## src/hdl/ugql_ram.sv

```systemverilog
// generic simple dual-port ram with registered read
`timescale 1ns / 1ps
`default_nettype none

module ugql_ram #(
    parameter int WIDTH = 8,
    parameter int DEPTH = 16,
    localparam int AW = $clog2(DEPTH)
) (
    input  wire logic             clk,
    input  wire logic             we,
    input  wire logic [AW-1:0]    waddr,
    input  wire logic [WIDTH-1:0] wdata,
    input  wire logic             re,
    input  wire logic [AW-1:0]    raddr,
    output logic      [WIDTH-1:0] rdata
);

    logic [WIDTH-1:0] mem [DEPTH];
    logic [WIDTH-1:0] rdata_reg;

    always_ff @(posedge clk)
    begin
        if (we)
        begin
            mem[waddr] <= wdata;
        end
        if (re)
        begin
            rdata_reg <= mem[raddr];
        end
    end

    assign rdata = rdata_reg;

endmodule

`default_nettype wire

```

## config.mk

```make
export PLATFORM = sky130hd
export DESIGN_NAME = ugql_ram
export DESIGN_NICKNAME = d
export VERILOG_FILES = /design/src/hdl/ugql_ram.sv
export SDC_FILE = /design/constraint.sdc
export NUM_CORES = 1
export LEC_CHECK = 0
export BUFFER_PORTS_ARGS = -buffer_cell sky130_fd_sc_hd__buf_2
export CORE_ASPECT_RATIO = 0.6
export CORE_MARGIN = 1
export CORE_UTILIZATION = 60
export CTS_CLUSTER_SIZE = 28
export DETAILED_ROUTE_END_ITERATION = 12
export GPL_ROUTABILITY_DRIVEN = 0
export GPL_TIMING_DRIVEN = 0
export MAX_ROUTING_LAYER = met4
export PLACE_DENSITY_LB_ADDON = 0.08
export SETUP_SLACK_MARGIN = 0.05
export SLEW_MARGIN = 20
export SYNTH_ARGS = -nofsm -noshare
export SYNTH_HDL_FRONTEND = slang
export SYNTH_SLANG_ARGS = --single-unit
```

## constraint.sdc

```tcl
create_clock -name clk -period 3.1 [get_ports clk]
set_clock_uncertainty 0.2 [all_clocks]
set_input_delay 0.62 -clock clk [delete_from_list [all_inputs] [get_ports clk]]
set_output_delay 0.62 -clock clk [all_outputs]
set_load 0.02 [all_outputs]
```

# After elaboration in Yosys (flattened, before gate mapping)
# Memory sizes are Yosys's and may differ from the RTL's. A register that Yosys moved wholly into a read port is not among the register bits.
# Cells that the tools add are included.
dict set report op_classes {
  n_mux 2
}
# cell count
set op_table {}
lappend op_table {{$mux W1} 2}
dict set report totals {
  register_bits 0
  mem_bits_rw 128
  inputBits 19
  out_inout_bits 8
  n_memories 1
}
# memory words word_bits rd rd_ports_with_merged_regs wr line
set memory_table {}
lappend memory_table {mem 16 8 1 1 1 19} ;# logic [WIDTH-1:0] mem [DEPTH];

# Logic depth before layout (Yosys ltp)
dict set report depth {
  ltp_word 2
  mapped_depth 5
  ltp_nobuf 3
}

# Worst setup path before layout
# No wires, ideal clock.
dict set report synth_path {
  path_type {in2reg}
  start {input waddr[2]}
  end {memory mem[0][0] (enable)}
  setup_ps 383
  arrival_ps 1730
  path_slack_ps 787
  path_stages 2
  path_cell_list {or3b_2 nor3_1}
}
# item line
set synth_lines {}
lappend synth_lines {{from (decl)} 12} ;# input wire logic [AW-1:0] waddr,
lappend synth_lines {{to (decl)} 19}
# No word-level cell before the write port.

# Worst setup path in the final report
dict set report layout_path {
  start {input waddr[2]}
  end {memory mem[2][1] (enable)}
}
# No word-level cell before the write port.

==> results.md <==
GRT:
- The via count of the first global-routing pass is 2508.
- The first global-routing pass estimated about 15000 µm of wire.
- The aggregate global routing overflow is 0.
- The number of antenna violations at the first check in global routing was 0.
- The total track usage is 0.271.
- Entering global routing, the biggest net connects 17 pins.

CTS:
- The tree built by TritonCTS fans out to 136 sinks.
- The number of buffers added for setup after CTS is 0.
- The number of buffers on the longest clock path is 2.
- The clock root buffer is clkbuf_16.
- The latest clock arrival within the worst-skew pair is approximately 410 ps.
- The clock-pin transition on the worst setup and hold timing paths is 50 ps.
- The number of clock buffers added by TritonCTS is 17.
- The count of hold buffers inserted by post-cts repair is 0.
- The maximum level of the CTS H-tree is 4.
- TritonCTS built the clock tree.
- The number of gates resized after CTS is 0.

Worst hold path:
- The worst min-delay path class is in -> reg.
- The worst hold path begins at re.

Timing:
- In the finished design, the share of the clock period the worst path needs comes to 0.681.
- The total setup violations reported at the end of the flow is 0.
- For the pin with the worst max-slew slack, the measured transition is 848 ps.
- The final number of hold-violating endpoints was 0.
- Headroom to the max-slew limit came out at 0.433.
- For the finished layout, the period the worst path requires is ~2100 ps.
- The final max-slew violation count was 0.
- Setup repair after global routing left no endpoint under its margin.
- The setup TNS is 0 ps.
- Static timing analysis puts the maximum clock frequency at 0.474 GHz.

Cells and area:
- The number of flip-flops under the largest register name is 128.
- The net count reported at finish is between 200 and 300.
- The total of fill cells in the finished design is about 470.
- The antenna diode count is 0.
- The growth of design area from synthesis to finish is 14.5%.
- The register area is 4080 µm².
- The cell area after layout is 5980 µm².
- In the final layout, the share of cells above drive strength 1 is 0.271.
- Measured on the finished design, the core utilization comes to 0.733.
- The area occupied by multi-input gates is roughly 1100 µm².

Critical path:
- In this run the worst setup path begins at waddr[2].
- The setup path with the least slack is of type in -> reg.
- In this run the worst path has a maximum fanout of 8.
- The kind of end point of the critical path is a register.
- STA puts the critical path data arrival time at 1940 ps.
- Walking the worst path, the cells encountered are buf_2 > or3b_2 > nor2_1.
- The stage delay of the slowest cell on the critical path is 660 ps.
- The start of the worst register-to-register path is mem[6][0]$_DFFE_PP_.
- The worst path required time is 2930 ps.
- The worst setup path is launched from a primary input.
- Among all stages on the critical path, the largest delay is contributed by nor2_1.

Floorplan:
- The count of boundary I/O pins is 27.
- The initialized floorplan defines 25 standard-cell rows.
- The starting utilization of the core area is 0.640.
- The die is 123 µm wide.
- The core region is 8160 µm².
- The die outline area is 9100 µm².
- The height of the chip is 74.3 µm.

Power and ir drop:
- In this run the static leakage power is 1.99 nW.
- The maximum resistive drop on vdd is 598 µV.
- The power per unit of standard cell area is 662 nW/µm².

Place:
- The placed instances occupy a cell area of 5510 µm².
- The sum of net half-perimeters after detailed placement is about 6500 µm.
- In this run the tool buffered the top-level ports with 25 buffer cells.

Yosys:
- The average size of a mapped cell is around 23 µm².
- The netlist uses 18 different library cells.
- The mapped netlist covers 5230 µm².
- The part of the Yosys area used for sequential elements is 0.781.
- In this run, synthesis produced a sequential element count of ~140.
- After technology mapping, the gate count stands at 229.
- When the netlist entered floorplanning its net count stood at approximately 250.
- The Yosys step of the flow raised 0 warnings.

Routing:
- After the first detailed-routing iteration, the DRC count stood at approximately 340.
- The detailed-route wire length per cell is 27.0 µm.
- The routed layout has 2499 vias.
- The total wire length is 10600 µm.
- In the routed design, unresolved DRC markers number 0.
- For this run, the detailed router's first-pass iteration total came to 4.
- The mean number of vias per cell is 6.38.
- The count of nets left with antenna violations after detail routing is 0.

Status:
- The run finished with clean final reports.

Job:
- Across the run, the number of max-cap violations was 0.
layer usage:
| layer | global-route usage | wire length (µm) | vias up |
|---|---|---|---|
| met5 | - | 0 | - |
| met2 | 0.371 | 4780 | 105 |
| li1 | - | - | 1074 |
| met1 | 0.398 | 4920 | 1311 |
| met3 | 0.0890 | 774 | 9 |
| met4 | 0.0637 | 90 | 0 |
critical path, delay by kind of cell:
kind | cells | cell delay [ps]
buffers and inverters | 1 | 120
AND/OR/NAND/NOR | 2 | 1190
final cells by class:
class | count | share of cell area
Clock inverter | 9 | 0.00606
Tap cell | 108 | 0.0226
Sequential cell | 136 | 0.682
Clock buffer | 21 | 0.0736
Multi-Input combinational cell | 83 | 0.180
Buffer | 10 | 0.0144
Timing Repair Buffer | 25 | 0.0209
cell usage in the layout (no fill, tap or decap):
| cell type | count |
|---|---|
| edfxtp_1 | 136 |
| nor2b_1 | 1 |
| mux4_2 | 18 |
| nand3b_1 | 2 |
| clkbuf_1 | 4 |
| and2_1 | 1 |
| nor3_2 | 4 |
| buf_2 | 28 |
| a22oi_1 | 16 |
| and2b_1 | 1 |
| clkinv_2 | 2 |
| nor2_1 | 13 |
| nand2b_1 | 2 |
| nand3_1 | 1 |
| or3b_2 | 1 |
| buf_6 | 3 |
| buf_4 | 1 |
| clkdlybuf4s25_2 | 3 |
| nand2_1 | 9 |
| clkinv_1 | 7 |
| clkbuf_16 | 17 |
| mux4_1 | 14 |
cell families (layout without fill, tap and decap cells):
family | after synthesis | in the layout | share of synthesized area
simple gates | 35 | 35 | 0.0314
mux | 32 | 32 | 0.148
flops | 136 | 136 | 0.781
buf+inv | 10 | 65 | 0.0165
compound gates | 16 | 16 | 0.0230
through the flow:
stage               worst slack (ps)  hold WS, ps  power, mW  instances
floorplan                        787          505       2.23        229
global placement                 212          546       2.32        362
detailed placement               577          552       2.33        362
CTS                             1020          348       3.98        392
global route                     959          359       4.06        392
finish                           990          359       3.96        392
path summary, 6_finish.rpt:
path / endpoint / cells after the start / slack, ps
max: mem[2][1]$_DFFE_PP_ / 3 / 990
max reg2reg: rdata[0]$_DFFE_PP_ / 3 / 1320
min reg2reg: rdata[3]$_DFFE_PP_ / 3 / 570
min: rdata[0]$_DFFE_PP_ / 1 / 360
power breakdown:
part           leakage [nW]  switching, mW  internal [mW]  total, mW
sequential             1.24        0.00954           2.07       2.08
clock                 0.233          0.680          0.987       1.67
combinational         0.523          0.130         0.0802      0.210
cells in the mapped netlist, drive strengths merged:
library cell | n | area (µm²)
mux4 | 32 | 773
buf | 7 | 56.3
and2b | 1 | 7.51
nand2 | 9 | 33.8
nand3 | 1 | 5.00
nor3 | 4 | 20.0
nand2b | 2 | 12.5
nor2b | 1 | 6.26
nor2 | 13 | 48.8
and2 | 1 | 6.26
a22oi | 16 | 120
clkdlybuf4s25 | 3 | 30.0
edfxtp | 136 | 4080
or3b | 1 | 8.76
nand3b | 2 | 15.0
No activity file was read; power rests on OpenSTA's default activity.
